==> config.mk <==
export PLATFORM = sky130hd
export DESIGN_NAME = hand_wave_gesture_detector
export DESIGN_NICKNAME = d
export VERILOG_FILES = /design/src/design/hwg_pkg.sv /design/src/design/hwg_cfg.sv /design/src/design/hwg_step.sv /design/src/design/hand_wave_gesture_detector.sv
export SDC_FILE = /design/constraint.sdc
export NUM_CORES = 1
export LEC_CHECK = 0
export CORE_MARGIN = 1
export CORE_UTILIZATION = 30
export CTS_CLUSTER_DIAMETER = 30
export DETAILED_ROUTE_END_ITERATION = 8
export DONT_BUFFER_PORTS = 1
export HOLD_SLACK_MARGIN = 0.1
export PLACE_DENSITY_LB_ADDON = 0.25
export SLEW_MARGIN = 20
export SYNTH_ARGS = -nofsm -noshare
export SYNTH_HDL_FRONTEND = slang
export SYNTH_SLANG_ARGS = --single-unit
==> constraint.sdc <==
create_clock -name aclk -period 16.5 [get_ports aclk]
set_clock_uncertainty 0.2 [all_clocks]
set_input_delay 3.3 -clock aclk [delete_from_list [all_inputs] [get_ports aclk]]
set_output_delay 3.3 -clock aclk [all_outputs]
set_load 0.005 [all_outputs]
==> src/design/hwg_pkg.sv <==
// package: shared types, constants and register map of the hand wave gesture detector
package hwg_pkg;

    localparam int COORD_BITS = 16;
    localparam int SHOULDER_SHIFT_DEF = 3;
    localparam int TIME_BITS = 32;
    localparam int COUNT_BITS = 5;
    localparam int MINSW_BITS = 4;
    localparam int GAP_BITS = 16;
    localparam int ADDR_BITS = 4;
    localparam int DATA_BITS = 32;

    localparam logic [COUNT_BITS-1:0] COUNT_MAX = '1;

    // register indexes (byte address bits [3:2])
    localparam logic [1:0] REG_ENABLE     = 2'd0;
    localparam logic [1:0] REG_MIN_SWINGS = 2'd1;
    localparam logic [1:0] REG_MAX_GAP    = 2'd2;

    localparam logic [MINSW_BITS-1:0] MIN_SWINGS_RST = 4'd6;
    localparam logic [GAP_BITS-1:0]   MAX_GAP_RST    = 16'd200;

    typedef logic signed [COORD_BITS-1:0] coord_t;

    typedef enum logic [1:0] {
        SIDE_ORIGIN = 2'd0,
        SIDE_LEFT   = 2'd1,
        SIDE_RIGHT  = 2'd2
    } side_t;

    typedef enum logic [1:0] {
        EV_NONE      = 2'd0,
        EV_STARTED   = 2'd1,
        EV_COMPLETED = 2'd2,
        EV_CANCELLED = 2'd3
    } event_t;

    typedef enum logic [1:0] {
        STEP_STARTED   = 2'd0,
        STEP_COMPLETED = 2'd1,
        STEP_CANCELLED = 2'd2
    } step_t;

    typedef struct packed {
        logic                 hand_select;
        coord_t               hand_x;
        coord_t               hand_y;
        logic                 hand_tracked;
        coord_t               elbow_y;
        coord_t               hip_y;
        coord_t               head_y;
        coord_t               left_shoulder_x;
        coord_t               right_shoulder_x;
        logic [TIME_BITS-1:0] time_now;
    } hwg_in_t;

    typedef struct packed {
        logic       event_hand;
        logic [1:0] event_step;
    } hwg_out_t;

    typedef struct packed {
        logic                  enable;
        logic [MINSW_BITS-1:0] min_swings;
        logic [GAP_BITS-1:0]   max_swing_gap;
    } hwg_cfg_t;

    typedef struct packed {
        logic                  in_position;
        side_t                 swing_side;
        logic [COUNT_BITS-1:0] swing_count;
        coord_t                last_hand_x;
        logic [TIME_BITS-1:0]  last_swing_time;
        event_t                last_event;
    } hwg_hand_t;

endpackage

==> src/design/hwg_cfg.sv <==
// module: apb configuration registers of the hand wave gesture detector
module hwg_cfg (
    input  logic                          aclk,
    input  logic                          aresetn,
    input  logic                          psel,
    input  logic                          penable,
    input  logic                          pwrite,
    input  logic [hwg_pkg::ADDR_BITS-1:0] paddr,
    input  logic [hwg_pkg::DATA_BITS-1:0] pwdata,
    output logic [hwg_pkg::DATA_BITS-1:0] prdata,
    output logic                          pready,
    output hwg_pkg::hwg_cfg_t             cfg
);
    import hwg_pkg::*;

    hwg_cfg_t cfg_reg;
    hwg_cfg_t cfg_next;
    logic     wr_en;

    assign pready = 1'b1;
    assign wr_en  = psel && penable && pwrite;

    always_comb begin
        cfg_next = cfg_reg;
        if (wr_en) begin
            unique case (paddr[3:2])
                REG_ENABLE:     cfg_next.enable        = pwdata[0];
                REG_MIN_SWINGS: cfg_next.min_swings    = pwdata[MINSW_BITS-1:0];
                REG_MAX_GAP:    cfg_next.max_swing_gap = pwdata[GAP_BITS-1:0];
                default:        cfg_next = cfg_reg;
            endcase
        end
    end

    always_ff @(posedge aclk) begin
        if (!aresetn) begin
            cfg_reg.enable        <= 1'b0;
            cfg_reg.min_swings    <= MIN_SWINGS_RST;
            cfg_reg.max_swing_gap <= MAX_GAP_RST;
        end else begin
            cfg_reg <= cfg_next;
        end
    end

    always_comb begin
        unique case (paddr[3:2])
            REG_ENABLE:     prdata = {{(DATA_BITS-1){1'b0}}, cfg_reg.enable};
            REG_MIN_SWINGS: prdata = {{(DATA_BITS-MINSW_BITS){1'b0}}, cfg_reg.min_swings};
            REG_MAX_GAP:    prdata = {{(DATA_BITS-GAP_BITS){1'b0}}, cfg_reg.max_swing_gap};
            default:        prdata = '0;
        endcase
    end

    assign cfg = cfg_reg;

endmodule

==> src/design/hwg_step.sv <==
// module: per-frame update of one hand's wave state and event selection
module hwg_step #(
    parameter int SHOULDER_SHIFT = hwg_pkg::SHOULDER_SHIFT_DEF
) (
    input  hwg_pkg::hwg_in_t   item,
    input  hwg_pkg::hwg_cfg_t  cfg,
    input  hwg_pkg::hwg_hand_t hand,
    output hwg_pkg::hwg_hand_t hand_next,
    output logic               emit,
    output hwg_pkg::hwg_out_t  result
);
    import hwg_pkg::*;

    localparam int CB = COORD_BITS;

    logic                  cancel;
    logic                  start;
    logic                  armed;
    logic [COUNT_BITS-1:0] need;
    coord_t                lx_eff;
    side_t                 side_eff;
    logic [TIME_BITS-1:0]  lst_eff;
    logic signed [CB:0]    dx_s;
    logic signed [CB:0]    sh_s;
    logic [CB:0]           dx_mag;
    logic [CB:0]           sh_mag;
    logic [CB:0]           thr;
    logic                  big;
    logic                  go_left;
    logic                  go_right;
    logic                  moved;
    logic [TIME_BITS-1:0]  lst1;
    logic [COUNT_BITS-1:0] cnt1;
    logic [TIME_BITS-1:0]  gap;
    logic                  timeout;
    logic [TIME_BITS-1:0]  lst2;
    logic [COUNT_BITS-1:0] cnt2;
    logic                  done;
    logic                  start_ok;
    logic                  end_ok;

    assign cancel = (item.hand_y < item.elbow_y) || (item.hand_y > item.head_y) ||
                    (item.hand_y < item.hip_y);
    assign start  = !cancel && (item.hand_y > item.hip_y) &&
                    (item.hand_y > item.elbow_y) && !hand.in_position;
    assign armed  = !cancel && (hand.in_position || start);

    // zero min_swings behaves as one
    assign need = (cfg.min_swings == '0) ? COUNT_BITS'(1) : COUNT_BITS'(cfg.min_swings);

    // arming snaps the reference to this frame
    assign lx_eff   = start ? item.hand_x : hand.last_hand_x;
    assign side_eff = start ? SIDE_ORIGIN : hand.swing_side;
    assign lst_eff  = start ? item.time_now : hand.last_swing_time;

    assign dx_s   = {item.hand_x[CB-1], item.hand_x} - {lx_eff[CB-1], lx_eff};
    assign sh_s   = {item.left_shoulder_x[CB-1], item.left_shoulder_x} -
                    {item.right_shoulder_x[CB-1], item.right_shoulder_x};
    assign dx_mag = dx_s[CB] ? (CB+1)'(-dx_s) : (CB+1)'(dx_s);
    assign sh_mag = sh_s[CB] ? (CB+1)'(-sh_s) : (CB+1)'(sh_s);
    assign thr    = sh_mag >> SHOULDER_SHIFT;
    assign big    = dx_mag > thr;

    assign go_left  = item.hand_tracked && (item.hand_x < lx_eff) && big &&
                      (side_eff == SIDE_RIGHT || side_eff == SIDE_ORIGIN);
    assign go_right = item.hand_tracked && (item.hand_x > lx_eff) && big && !go_left &&
                      (side_eff == SIDE_LEFT || side_eff == SIDE_ORIGIN);
    assign moved    = go_left || go_right;

    assign lst1 = moved ? item.time_now : lst_eff;
    assign cnt1 = (moved && hand.swing_count != COUNT_MAX) ? hand.swing_count + 1'b1
                                                           : hand.swing_count;

    assign gap     = item.time_now - lst1;
    assign timeout = gap > TIME_BITS'(cfg.max_swing_gap);
    assign lst2    = timeout ? item.time_now : lst1;
    assign cnt2    = timeout ? '0 : cnt1;
    assign done    = cnt2 == need;

    assign start_ok = hand.last_event != EV_STARTED;
    assign end_ok   = hand.last_event == EV_STARTED;

    always_comb begin
        hand_next         = hand;
        emit              = 1'b0;
        result.event_hand = item.hand_select;
        result.event_step = STEP_STARTED;
        if (cfg.enable) begin
            if (cancel) begin
                hand_next.last_swing_time = '0;
                hand_next.in_position     = 1'b0;
                hand_next.swing_count     = '0;
                if (end_ok) begin
                    hand_next.last_event = EV_CANCELLED;
                    emit                 = 1'b1;
                    result.event_step    = STEP_CANCELLED;
                end
            end else if (armed) begin
                hand_next.in_position     = 1'b1;
                hand_next.swing_side      = go_left ? SIDE_LEFT :
                                            (go_right ? SIDE_RIGHT : side_eff);
                hand_next.last_swing_time = lst2;
                hand_next.swing_count     = done ? cnt2 + 1'b1 : cnt2;
                hand_next.last_hand_x     = item.hand_x;
                if (start && start_ok) begin
                    hand_next.last_event = EV_STARTED;
                    emit                 = 1'b1;
                    result.event_step    = STEP_STARTED;
                end else if (done && end_ok) begin
                    hand_next.last_event = EV_COMPLETED;
                    emit                 = 1'b1;
                    result.event_step    = STEP_COMPLETED;
                end
            end
        end
    end

endmodule

==> src/design/hand_wave_gesture_detector.sv <==
// top level: hand wave gesture detector with frame input, event output and apb registers
//
// Takes one skeleton frame per transaction on the s_ channel and returns at most one
// event transaction (started, completed or cancelled) on the m_ channel. A frame can be
// accepted in every cycle: it is caught in an input register, and once the result register
// is free a single pass of compare, subtract and count logic reads that hand's state,
// writes it back and loads the result register. The only thing that stops intake is a
// result register still holding an untaken event. Two frames of the same hand in
// consecutive cycles are fine, since the per-hand state is written at the same edge the
// next frame enters the input register.
// Registers (byte address): enable at 0x0, min_swings at 0x4, max_swing_gap at 0x8;
// write them only while no frame is in flight.
module hand_wave_gesture_detector #(
    parameter int SHOULDER_SHIFT = hwg_pkg::SHOULDER_SHIFT_DEF
) (
    input  logic                          aclk,
    input  logic                          aresetn,
    // frame channel
    input  logic                          s_valid,
    output logic                          s_ready,
    input  hwg_pkg::hwg_in_t              s_data,
    // event channel
    output logic                          m_valid,
    input  logic                          m_ready,
    output hwg_pkg::hwg_out_t             m_data,
    // configuration port
    input  logic                          psel,
    input  logic                          penable,
    input  logic                          pwrite,
    input  logic [hwg_pkg::ADDR_BITS-1:0] paddr,
    input  logic [hwg_pkg::DATA_BITS-1:0] pwdata,
    output logic [hwg_pkg::DATA_BITS-1:0] prdata,
    output logic                          pready
);
    import hwg_pkg::*;

    hwg_cfg_t  cfg;

    // input register
    logic      in_valid_reg;
    hwg_in_t   in_data_reg;

    // result register
    logic      out_valid_reg;
    hwg_out_t  out_data_reg;

    // per-hand state, indexed by hand_select
    hwg_hand_t hand_reg [2];

    hwg_hand_t hand_cur;
    hwg_hand_t hand_next;
    logic      emit;
    hwg_out_t  result;
    logic      out_free;
    logic      fire;

    hwg_cfg u_cfg (
        .aclk    (aclk),
        .aresetn (aresetn),
        .psel    (psel),
        .penable (penable),
        .pwrite  (pwrite),
        .paddr   (paddr),
        .pwdata  (pwdata),
        .prdata  (prdata),
        .pready  (pready),
        .cfg     (cfg)
    );

    // result slot is free when empty or being taken this cycle
    assign out_free = !out_valid_reg || m_ready;
    // the held frame is processed whenever its result has somewhere to go
    assign fire     = in_valid_reg && out_free;
    assign s_ready  = !in_valid_reg || out_free;

    assign hand_cur = hand_reg[in_data_reg.hand_select];

    hwg_step #(
        .SHOULDER_SHIFT (SHOULDER_SHIFT)
    ) u_step (
        .item      (in_data_reg),
        .cfg       (cfg),
        .hand      (hand_cur),
        .hand_next (hand_next),
        .emit      (emit),
        .result    (result)
    );

    // frame capture
    always_ff @(posedge aclk) begin
        if (!aresetn) begin
            in_valid_reg <= 1'b0;
        end else if (s_ready) begin
            in_valid_reg <= s_valid;
        end
    end

    always_ff @(posedge aclk) begin
        if (s_ready && s_valid) begin
            in_data_reg <= s_data;
        end
    end

    // hand state write-back, one hand per frame
    always_ff @(posedge aclk) begin
        if (!aresetn) begin
            for (int i = 0; i < 2; i++) begin
                hand_reg[i].in_position     <= 1'b0;
                hand_reg[i].swing_side      <= SIDE_ORIGIN;
                hand_reg[i].swing_count     <= '0;
                hand_reg[i].last_hand_x     <= '0;
                hand_reg[i].last_swing_time <= '0;
                hand_reg[i].last_event      <= EV_NONE;
            end
        end else if (fire) begin
            hand_reg[in_data_reg.hand_select] <= hand_next;
        end
    end

    // event transaction register
    always_ff @(posedge aclk) begin
        if (!aresetn) begin
            out_valid_reg <= 1'b0;
        end else if (out_free) begin
            out_valid_reg <= fire && emit;
        end
    end

    always_ff @(posedge aclk) begin
        if (fire && emit) begin
            out_data_reg <= result;
        end
    end

    assign m_valid = out_valid_reg;
    assign m_data  = out_data_reg;

endmodule

* Yosys cells after proc, flatten, opt, wreduce, memory -nomap -nowiden
Memory sizes are Yosys's and may differ from the RTL's. A register that Yosys moved wholly into a read port is not among the register bits. Cells that the tools add are included.
Storage, ports and cells: register bits 172, RAM bits 116, bits of input ports 189, word-level logic and storage cells 124, memories kept 1
Operators by class: add/sub/neg operators 7, order comparisons 9, equality and inequality tests 8, muxes and demuxes 43, reduce and logical (&&, ||, !) cells 39
Memory list:
- hand_reg | depth 2, bits a word 58, read ports 1, clocked after memory_dff 1, wr ports 2, RTL line hand_wave_gesture_detector.sv:48 | hwg_hand_t hand_reg [2];
Operator list (number):
- $mux 58 | 3
- $mux 32 | 3
- $gt 16x16->1 | 4
- $reduce_or 58->1 | 1
- $lt 16x16->1 | 3
- $pmux 16 s3 | 1
- $mux 17 | 2
- $mux 34 | 1
- $neg 17->17 | 2
- $sub 16x16->17 | 2
- $gt 32x16->1 | 1
- $mux 16 | 2
- $sub 32x32->32 | 1
- $mux 2 | 10
- $mux 5 | 4
- $logic_and 1x1->1 | 19
- $gt 17x14->1 | 1
- $mux 1 | 16
- $add 5x1->5 const B | 2
- $logic_or 1x1->1 | 8
- $eq 2x1->1 const B | 3
- $reduce_and 2->1 | 3
- $eq 5x5->1 | 1
- $logic_not 1->1 | 5
- 6 further kinds | 8

* Depth between registers and ports, before layout
Gate-level depths: netlist of the first run.
depth after elaboration 30, mapped depth 60, gate-level depth less buffers 58

* Hierarchy
Synthesis of the first run repeated with hierarchy kept, for this count alone.
Unflattened totals: cells, all modules 1777, area total of the unflattened synthesis 18833.1 um^2
Modules (own cells, without submodules):
- hand_wave_gesture_detector | instances 1, cells an instance 479, area an instance 9605.5 um^2
- hwg_step | instances 1, cells an instance 1163, area an instance 8064.0 um^2
- hwg_cfg | instances 1, cells an instance 135, area an instance 1163.6 um^2

* Worst setup path after synthesis of the first run
No wires, ideal clock.
path kind flip-flop to flip-flop, start point register in_data_reg[114] (netlist name), end point memory hand_reg[0][54] (netlist name) (data pin), data arrival time 11.432 ns, data required time 16.169 ns, slack 4.738 ns, stages on the path, launching flop included 55, buffers on the path 2, path through edfxtp_1 > ha_1 > nor2b_1 > o2111ai_1 > a31oi_1 > a2111o_1 > a21oi_1 > mux2_2 > nand3_1 > clkbuf_1 > o21ai_0 > fa_1 > a21o_1 > a21o_1 > a311oi_1 > o31a_1 > nand4_1 > nor3b_1 > (+19 left out) > o21ai_0 > a21o_1 > a21oi_1 > xnor2_1 > ha_1 > and4_1 > a221o_1 > o22ai_1 > nand4_1 > nor4_1 > nand4_1 > a21oi_1 > and2_1 > ha_1 > nand3_1 > or4b_1 > a21oi_2 > a22o_1
RTL lines:
- start, declared | RTL line hand_wave_gesture_detector.sv:41 | hwg_in_t in_data_reg;
- start signal, assigned | RTL line hand_wave_gesture_detector.sv:100 | in_data_reg <= s_data;
- end, declared | RTL line hand_wave_gesture_detector.sv:48

==> impl_table.tex, run 1 <==
\begin{tabular}{lr}
\hline
Metric & Value \\
\hline
\multicolumn{2}{l}{\textbf{Hold path}} \\
\quad Hold Crit Endpoint & u\_cfg.cfg[1] \\
\quad Type of the tightest min-delay check & reg -> reg \\
\quad Worst Min Path Start & u\_cfg.cfg[1] \\
\quad Worst hold path depth & 2 \\
\multicolumn{2}{l}{\textbf{Yosys}} \\
\quad Average instance area after synthesis & roughly 9.9 um2 \\
\quad Fraction of post-synthesis cell area in the top cell type by area & 42.3\% \\
\quad Number of instances in the synthesized netlist & roughly 1900 \\
\quad Most frequent cell after synthesis & sky130\_fd\_sc\_hd\_\_edfxtp\_1 \\
\quad Share of async-settable or async-resettable flops after synthesis & 0\% \\
\quad Total standard cell area after synthesis & 0.0187 mm2 \\
\quad Post-synthesis register bit count & slightly below 300 \\
\quad Number of flops mapped to enable cells by yosys & 264 \\
\quad Leading cell types by count after synthesis & sky130\_fd\_sc\_hd\_\_edfxtp\_1 (264), sky130\_fd\_sc\_hd\_\_nor2\_1 (181), sky130\_fd\_sc\_hd\_\_nand2\_1 (180) \\
\quad Post-synthesis sequential area ratio & 45.0\% \\
\quad Most area-hungry cell type in the Yosys netlist & sky130\_fd\_sc\_hd\_\_edfxtp\_1 \\
\quad Biggest area contributors in the synthesized netlist & sky130\_fd\_sc\_hd\_\_edfxtp\_1 (42\%), sky130\_fd\_sc\_hd\_\_ha\_1 (9.8\%), sky130\_fd\_sc\_hd\_\_mux2i\_1 (4.0\%) \\
\quad Dominant register cell in the synthesized netlist & sky130\_fd\_sc\_hd\_\_edfxtp\_1 \\
\quad Number of warnings reported in the yosys synthesis log & 0 \\
\quad Post-synth cell types & 98 \\
\multicolumn{2}{l}{\textbf{Setup path}} \\
\quad Register-to-register setup slack & 1890 ps \\
\quad Critical path's largest stage delay & 820 ps \\
\quad Max Fanout on Critical Path & 34 \\
\quad Arrival @ worst endpoint & between 10000 and 15000 ps \\
\quad Crit Path Class & reg -> reg \\
\quad Crit Reg-Reg Startpoint & in\_data\_reg[124] \\
\quad Most numerous cell on the critical path & sky130\_fd\_sc\_hd\_\_ha\_1 \\
\quad Startpoint class of the critical path & flip-flop \\
\quad Worst path bufs/invs & 2 \\
\quad Critical path endpoint category & flip-flop \\
\quad Destination of the worst register-to-register timing path & hand\_reg[1][13] \\
\quad Cell type of the slowest stage on the worst timing path & sky130\_fd\_sc\_hd\_\_o21ai\_4 \\
\quad Worst-case reg-to-reg path depth & 54 \\
\quad Critical path required time & 16730 ps \\
\quad Cell family contributing the most delay on the critical path & simple AND/OR/NAND/NOR gates \\
\multicolumn{2}{l}{\textbf{Layout}} \\
\quad \# nets final & around 2200 \\
\quad Max reg flops & 146 \\
\quad Area grow syn2layout & 18.0\% \\
\quad Fraction of final layout cells with drive strength greater than 1 & 9.60\% \\
\multicolumn{2}{l}{\textbf{Route}} \\
\quad Final routed DRC violation total & 0 \\
\quad Violation count after the first detailed-routing iteration & 954 \\
\quad Average vias per placed instance & 5.02 \\
\quad Detailed-route wire length per cell & 17.5 um \\
\quad Vias after detailed routing & 14104 \\
\quad Number of detailed-route iterations in the first pass & 9 \\
\quad Total routed wirelength & 49100 um \\
\quad Remaining number of nets flagged by the antenna check after routing & 0 \\
\multicolumn{2}{l}{\textbf{Global route}} \\
\quad Initial antenna violation count & 20 \\
\quad Global-route wire length before repair & 77500 um \\
\quad Maximum number of pins on one net before global-route repair & 82 \\
\quad Total routing usage reported by global routing & 15.5\% \\
\quad Met2 Usage GRT & 26.3\% \\
\quad Via count of the first global-routing pass & 14280 \\
\quad Most used routing layer in global routing & met2 \\
\quad Met1 track demand over resource in global routing & a little under a fifth \\
\quad GR Overflow Total & 0 \\
\quad Met3 layer usage reported by global route & 5.06\% \\
\multicolumn{2}{l}{\textbf{Power}} \\
\quad Pleak & 8.90 nW \\
\quad Total power density per cell area & 162 mW/mm2 \\
\quad Peak ir drop on the vdd network & 0.000107 V \\
\multicolumn{2}{l}{\textbf{Clock network}} \\
\quad Post-cts resize count & 0 \\
\quad Post-CTS setup repair buffer count & 0 \\
\quad TritonCTS clock tree & built \\
\quad Total number of clock tree sinks & 289 \\
\quad H-tree lvl count & 3 \\
\quad Register clock-pin slew on the reported worst setup and hold paths & 50 ps \\
\quad Root Buffer & sky130\_fd\_sc\_hd\_\_clkbuf\_16 \\
\quad CTS Buf Count & 77 \\
\quad Worst-Skew Late Latency & 610 ps \\
\quad Maximum clock path buffer count & 3 \\
\quad Hold\_buf cts & 0 \\
\multicolumn{2}{l}{\textbf{STA}} \\
\quad Period utilization & 88.6\% \\
\quad Post-route setup slack & 1890 ps \\
\quad Worst slew margin & 29.2\% \\
\quad Clock period minus worst slack & around 15000 ps \\
\quad F\_max & roughly 68 MHz \\
\quad Final number of setup-violating endpoints & 0 \\
\quad Transition time at the pin with the least slew margin & 1060 ps \\
\quad Fin. Hold Viols & 0 \\
\quad Number of slew-limit violations in the final report & 0 \\
\quad Sum of negative setup slack & 0 ps \\
\quad RSZ-0062 raised after global routing & false \\
\multicolumn{2}{l}{\textbf{Die}} \\
\quad Initial Utilization & a little under a third \\
\quad Die span in x & approximately 250 um \\
\quad Placeable core region & 0.0617 mm2 \\
\quad Top Ports & about 230 \\
\quad Die Area & 0.0635 mm2 \\
\quad Vertical die dimension & around 250 um \\
\quad Number of standard-cell rows in the floorplan & 91 \\
\multicolumn{2}{l}{\textbf{Placed design}} \\
\quad Count of buffers inserted at the top-level ports & 0 \\
\quad Routability cong. & about 0.85 \\
\quad Worst setup timing slack at the placement stage & between 1500 and 2000 ps \\
\quad HPWL Detailed & 34800 um \\
\multicolumn{2}{l}{\textbf{Outcome}} \\
\quad Outcome & finished clean \\
\multicolumn{2}{l}{\textbf{Flow run}} \\
\quad Reported max-cap violation count & 0 \\
\hline
\end{tabular}
-- worst register-to-register path, delay by kind of cell (launching register included) --
family / cells / cell delay (ps)
xor gates and xnor gates: 3 / 880
AOI/OAI and AO/OA: 16 / 4850
adders and majority gates: 6 / 1880
muxes: 2 / 530
DFF: 1 / 440
and+or+nand+nor: 25 / 5280
buffers and inverters: 2 / 320
-- final cells by class --
cell class,instances,area [um2]
well taps,837,1050
inverters,160,601
diodes,7,17.5
multi-input cells,1369,9430
fillers,6198,39600
repair buffers,11,95.1
clock buffers,95,2050
clock inverters,44,453
flip-flops and latches,289,8430
-- cells in the final DEF, fill, tap and decap left out, drive strengths merged, types with 28 or more instances in the layout --
cell,instances
a21o,28
a21oi,95
a22o,34
a22oi,32
clkbuf,95
clkinv,32
edfxtp,264
ha,147
inv,164
mux2i,75
nand2,180
nand3,30
nor2,183
nor3,45
o21ai,138
xnor2,33
xor2,28
-- power by group --
group,leakage (nW),total [mW],switching (mW),internal [mW]
sequential,2.86,0.887,0.0309,0.856
clock,1.22,1.42,0.450,0.969
combinational,4.82,1.28,0.779,0.504
-- cells by family after synthesis --
kind of cell | count (synthesis) | synth area share, %
AO/OA/AOI/OAI | 476 | 17.0
XOR/XNOR | 62 | 2.98
adder cells (fa/ha/maj) | 150 | 10.1
buffers and inverters | 241 | 5.34
flip-flops | 289 | 45.0
multiplexers | 89 | 4.91
other | 2 | 0.0401
AND/OR/NAND/NOR | 575 | 14.6
-- stage by stage --
stage / cells / utilization [%] / hold slack, ps / power [mW] / cell area, um2
CTS: 2804 / 35.8 / 289 / 3.63 / 22100
global placement: 2665 / 31.7 / 276 / 2.16 / 19600
floorplan: 1899 / - / 245 / 1.87 / 18800
finish: 2812 / 35.8 / 284 / 3.59 / 22100
detailed placement: 2665 / 31.7 / 280 / 2.18 / 19600
global route: 2810 / 35.8 / 306 / 3.83 / 22100
-- routing by layer --
metal	vias up	routed length [um]
met5	-	126
met2	399	23300
met1	6577	21100
li1	6987	-
met4	20	1230
met3	121	3390
-- worst max path at each step --
stage	depth (start not counted)	from	endpoint	slack (ps)
3_5_place_dp	53	in_data_reg[124]	hand_reg[0][28]	1830
3_3_place_gp	53	in_data_reg[122]	hand_reg[0][32]	1930
5_1_grt	54	in_data_reg[124]	hand_reg[0][25]	510
6_report	54	in_data_reg[124]	hand_reg[1][13]	1890
2_1_floorplan	54	in_data_reg[114]	hand_reg[0][54]	4740
4_1_cts	53	in_data_reg[124]	hand_reg[0][28]	1740
(Power assumes the default switching activity.)
==> run 2: changes to the inputs <==
--- a/config.mk
+++ b/config.mk
@@ -13,2 +13,3 @@
 export HOLD_SLACK_MARGIN = 0.1
+export MAX_ROUTING_LAYER = met4
 export PLACE_DENSITY_LB_ADDON = 0.25
--- a/constraint.sdc
+++ b/constraint.sdc
@@ -4,2 +4,2 @@
 set_output_delay 3.3 -clock aclk [all_outputs]
-set_load 0.005 [all_outputs]
+set_load 0.1 [all_outputs]
==> run 2 against run 1 <==
Compared with the run above:
- sequential cell count unchanged
- count of clock-buffer cells in the layout increased by 6
- register-to-register slack got worse by 40 ps
- critical path type unchanged
- critical endpoint is now m_data[0]
- largest power group unchanged
==> impl_table.tex, run 2 (synthesized netlist as in run 1, its figures left out) <==
\begin{tabular}{lr}
\hline
Metric & Value \\
\hline
\multicolumn{2}{l}{\textbf{STA}} \\
\quad Sum of negative setup slack & 0 ps (unchanged) \\
\quad Hold slack & 273 ps (was 284 ps) \\
\quad Clock period minus worst slack & 14660 ps (was 14610 ps) \\
\quad Fin. Hold Viols & 0 (unchanged) \\
\quad Final number of setup-violating endpoints & 0 (unchanged) \\
\quad RSZ-0062 raised after global routing & false (unchanged) \\
\quad Period utilization & 88.8\% (was 88.6\%) \\
\quad F\_max & 68.2 MHz (was 68.4 MHz) \\
\quad Transition time at the pin with the least slew margin & 1140 ps (was 1060 ps) \\
\quad Worst slew margin & 23.9\% (was 29.2\%) \\
\quad Post-route setup slack & 1840 ps (was 1890 ps) \\
\quad Number of slew-limit violations in the final report & 0 (unchanged) \\
\multicolumn{2}{l}{\textbf{Global route}} \\
\quad Via count of the first global-routing pass & 14546 (was 14280) \\
\quad Total routing usage reported by global routing & 16.2\% (was 15.5\%) \\
\quad Global-route wire length before repair & 78300 um (was 77500 um) \\
\quad Maximum number of pins on one net before global-route repair & 58 (was 82) \\
\quad GR Overflow Total & 0 (unchanged) \\
\quad Initial antenna violation count & 19 (was 20) \\
\multicolumn{2}{l}{\textbf{Route}} \\
\quad Violation count after the first detailed-routing iteration & 719 (was 954) \\
\quad Average vias per placed instance & 5.01 (was 5.02) \\
\quad Final routed DRC violation total & 0 (unchanged) \\
\quad Number of detailed-route iterations in the first pass & 5 (was 9) \\
\quad Total routed wirelength & 49900 um (was 49100 um) \\
\quad Remaining number of nets flagged by the antenna check after routing & 0 (unchanged) \\
\quad Vias after detailed routing & 14202 (was 14104) \\
\quad Detailed-route wire length per cell & 17.6 um (was 17.5 um) \\
\multicolumn{2}{l}{\textbf{Setup path}} \\
\quad Crit Path Class & reg -> reg (unchanged) \\
\quad Cell type of the slowest stage on the worst timing path & sky130\_fd\_sc\_hd\_\_a311oi\_1 (was sky130\_fd\_sc\_hd\_\_o21ai\_4) \\
\quad Worst path bufs/invs & 1 (was 2) \\
\quad Max Fanout on Critical Path & 33 (was 34) \\
\quad Critical path required time & 16590 ps (was 16730 ps) \\
\quad Worst-case reg-to-reg path depth & 53 (was 54) \\
\quad Critical path depth & 53 (was 54) \\
\quad Cell family contributing the most delay on the critical path & simple AND/OR/NAND/NOR gates (unchanged) \\
\quad Arrival @ worst endpoint & 14740 ps (was 14840 ps) \\
\quad Critical path endpoint category & flip-flop (unchanged) \\
\quad Startpoint class of the critical path & flip-flop (unchanged) \\
\quad Critical path's largest stage delay & 620 ps (was 820 ps) \\
\multicolumn{2}{l}{\textbf{Die}} \\
\quad Die span in x & 252 um (unchanged) \\
\quad Number of standard-cell rows in the floorplan & 91 (unchanged) \\
\quad Top Ports & 227 (unchanged) \\
\quad Die Area & 0.0635 mm2 (unchanged) \\
\quad Placeable core region & 0.0617 mm2 (unchanged) \\
\quad Vertical die dimension & 252 um (unchanged) \\
\quad Initial Utilization & 30.4\% (unchanged) \\
\multicolumn{2}{l}{\textbf{Clock network}} \\
\quad Post-CTS setup repair buffer count & 0 (unchanged) \\
\quad H-tree lvl count & 3 (unchanged) \\
\quad CTS Buf Count & 81 (was 77) \\
\quad Total number of clock tree sinks & 289 (unchanged) \\
\quad Root Buffer & sky130\_fd\_sc\_hd\_\_clkbuf\_16 (unchanged) \\
\quad Worst-Skew Late Latency & 640 ps (was 610 ps) \\
\quad TritonCTS clock tree & built (unchanged) \\
\quad Maximum clock path buffer count & 3 (unchanged) \\
\quad Post-cts resize count & 0 (unchanged) \\
\quad Register clock-pin slew on the reported worst setup and hold paths & 50 ps (about the same) \\
\quad Hold\_buf cts & 0 (unchanged) \\
\multicolumn{2}{l}{\textbf{Power}} \\
\quad Switching portion of total power & 36.0\% (was 35.1\%) \\
\quad Internal Pwr Total & 2.35 mW (was 2.33 mW) \\
\quad Total power density per cell area & 165 mW/mm2 (was 162 mW/mm2) \\
\quad Clock share of power & 40.4\% (was 39.5\%) \\
\quad Combinational Power Share & 35.5\% (was 35.8\%) \\
\quad Power dissipated by switching net loads & 1.32 mW (was 1.26 mW) \\
\quad Sum of internal, switching and leakage power & 3.68 mW (was 3.59 mW) \\
\quad Peak ir drop on the vdd network & 0.000103 V (was 0.000107 V) \\
\quad Pleak & 8.95 nW (was 8.90 nW) \\
\quad Seq pwr share & 24.1\% (was 24.7\%) \\
\multicolumn{2}{l}{\textbf{Layout}} \\
\quad Leading cell type in the layout, fill and taps excluded & sky130\_fd\_sc\_hd\_\_edfxtp\_1 (unchanged) \\
\quad Max reg flops & 146 (unchanged) \\
\quad \# nets final & 2251 (was 2247) \\
\quad Area grow syn2layout & 19.0\% (was 18.0\%) \\
\quad Final cell count without fillers & 2835 (was 2812) \\
\quad Fraction of final layout cells with drive strength greater than 1 & 9.95\% (was 9.60\%) \\
\quad Highest-count cells in the layout ignoring fill and taps & sky130\_fd\_sc\_hd\_\_edfxtp\_1 (264), sky130\_fd\_sc\_hd\_\_nor2\_1 (180), sky130\_fd\_sc\_hd\_\_nand2\_1 (177), sky130\_fd\_sc\_hd\_\_inv\_1 (159), sky130\_fd\_sc\_hd\_\_ha\_1 (147) (unchanged) \\
\multicolumn{2}{l}{\textbf{Outcome}} \\
\quad Outcome & finished clean (unchanged) \\
\multicolumn{2}{l}{\textbf{Hold path}} \\
\quad Worst hold path depth & 2 (unchanged) \\
\quad Type of the tightest min-delay check & reg -> reg (unchanged) \\
\multicolumn{2}{l}{\textbf{Placed design}} \\
\quad Count of buffers inserted at the top-level ports & 0 (unchanged) \\
\quad Routability cong. & 0.887 (was 0.851) \\
\quad Placed cell count & 2666 (was 2665) \\
\quad HPWL Detailed & 35400 um (was 34800 um) \\
\quad Worst setup timing slack at the placement stage & 1690 ps (was 1830 ps) \\
\multicolumn{2}{l}{\textbf{Flow run}} \\
\quad Reported max-cap violation count & 0 (unchanged) \\
\hline
\end{tabular}
## run 2: metal layers
layer | share of wire (%) | vias to the layer above | track usage (%)
met5 | 0 | - | -
met2 | 47 | 349 | 26.6
met3 | 6.3 | 126 | 4.91
li1 | - | 7026 | -
met4 | 3.2 | 0 | 6.16
met1 | 43 | 6701 | 18.5
## run 2: power groups by stage
stage	combinational, mW	sequential, mW	clock (mW)
floorplan	1.01	0.884	0
global placement	1.29	0.899	0
detailed placement	1.31	0.900	0
CTS	1.32	0.889	1.52
global route	1.47	0.893	1.56
finish	1.31	0.887	1.48
## run 2: tightest hold or removal path, cell delays in order (launching register included)
cell and delay (ps):
sky130_fd_sc_hd__dfxtp_1 310, sky130_fd_sc_hd__nand2_1 60, sky130_fd_sc_hd__a21oi_1 50
## run 2: through the flow
stage          utilization (%)  cell area (um2)
2_1_floorplan                -            18800
3_3_place_gp              31.7            19600
3_5_place_dp              31.7            19600
4_1_cts                   36.1            22300
5_1_grt                   36.1            22300
6_report                  36.1            22300
## run 2: area by class of cell
class,instances,area [um2]
inverter,160,601
clock inverter,50,515
antenna,18,45.0
fill,6268,39400
multi-input combinational,1369,9430
tap,837,1050
clock buffer,101,2150
sequential,289,8430
timing repair buffer,11,82.6
## run 2: final timing paths
check                        start  slack [ps]            to
setup / recovery  in_data_reg[122]        1840     m_data[0]
hold / removal        u_cfg.cfg[8]         270  u_cfg.cfg[8]
setup reg to reg  in_data_reg[122]        1840     m_data[0]
hold reg to reg       u_cfg.cfg[8]         270  u_cfg.cfg[8]
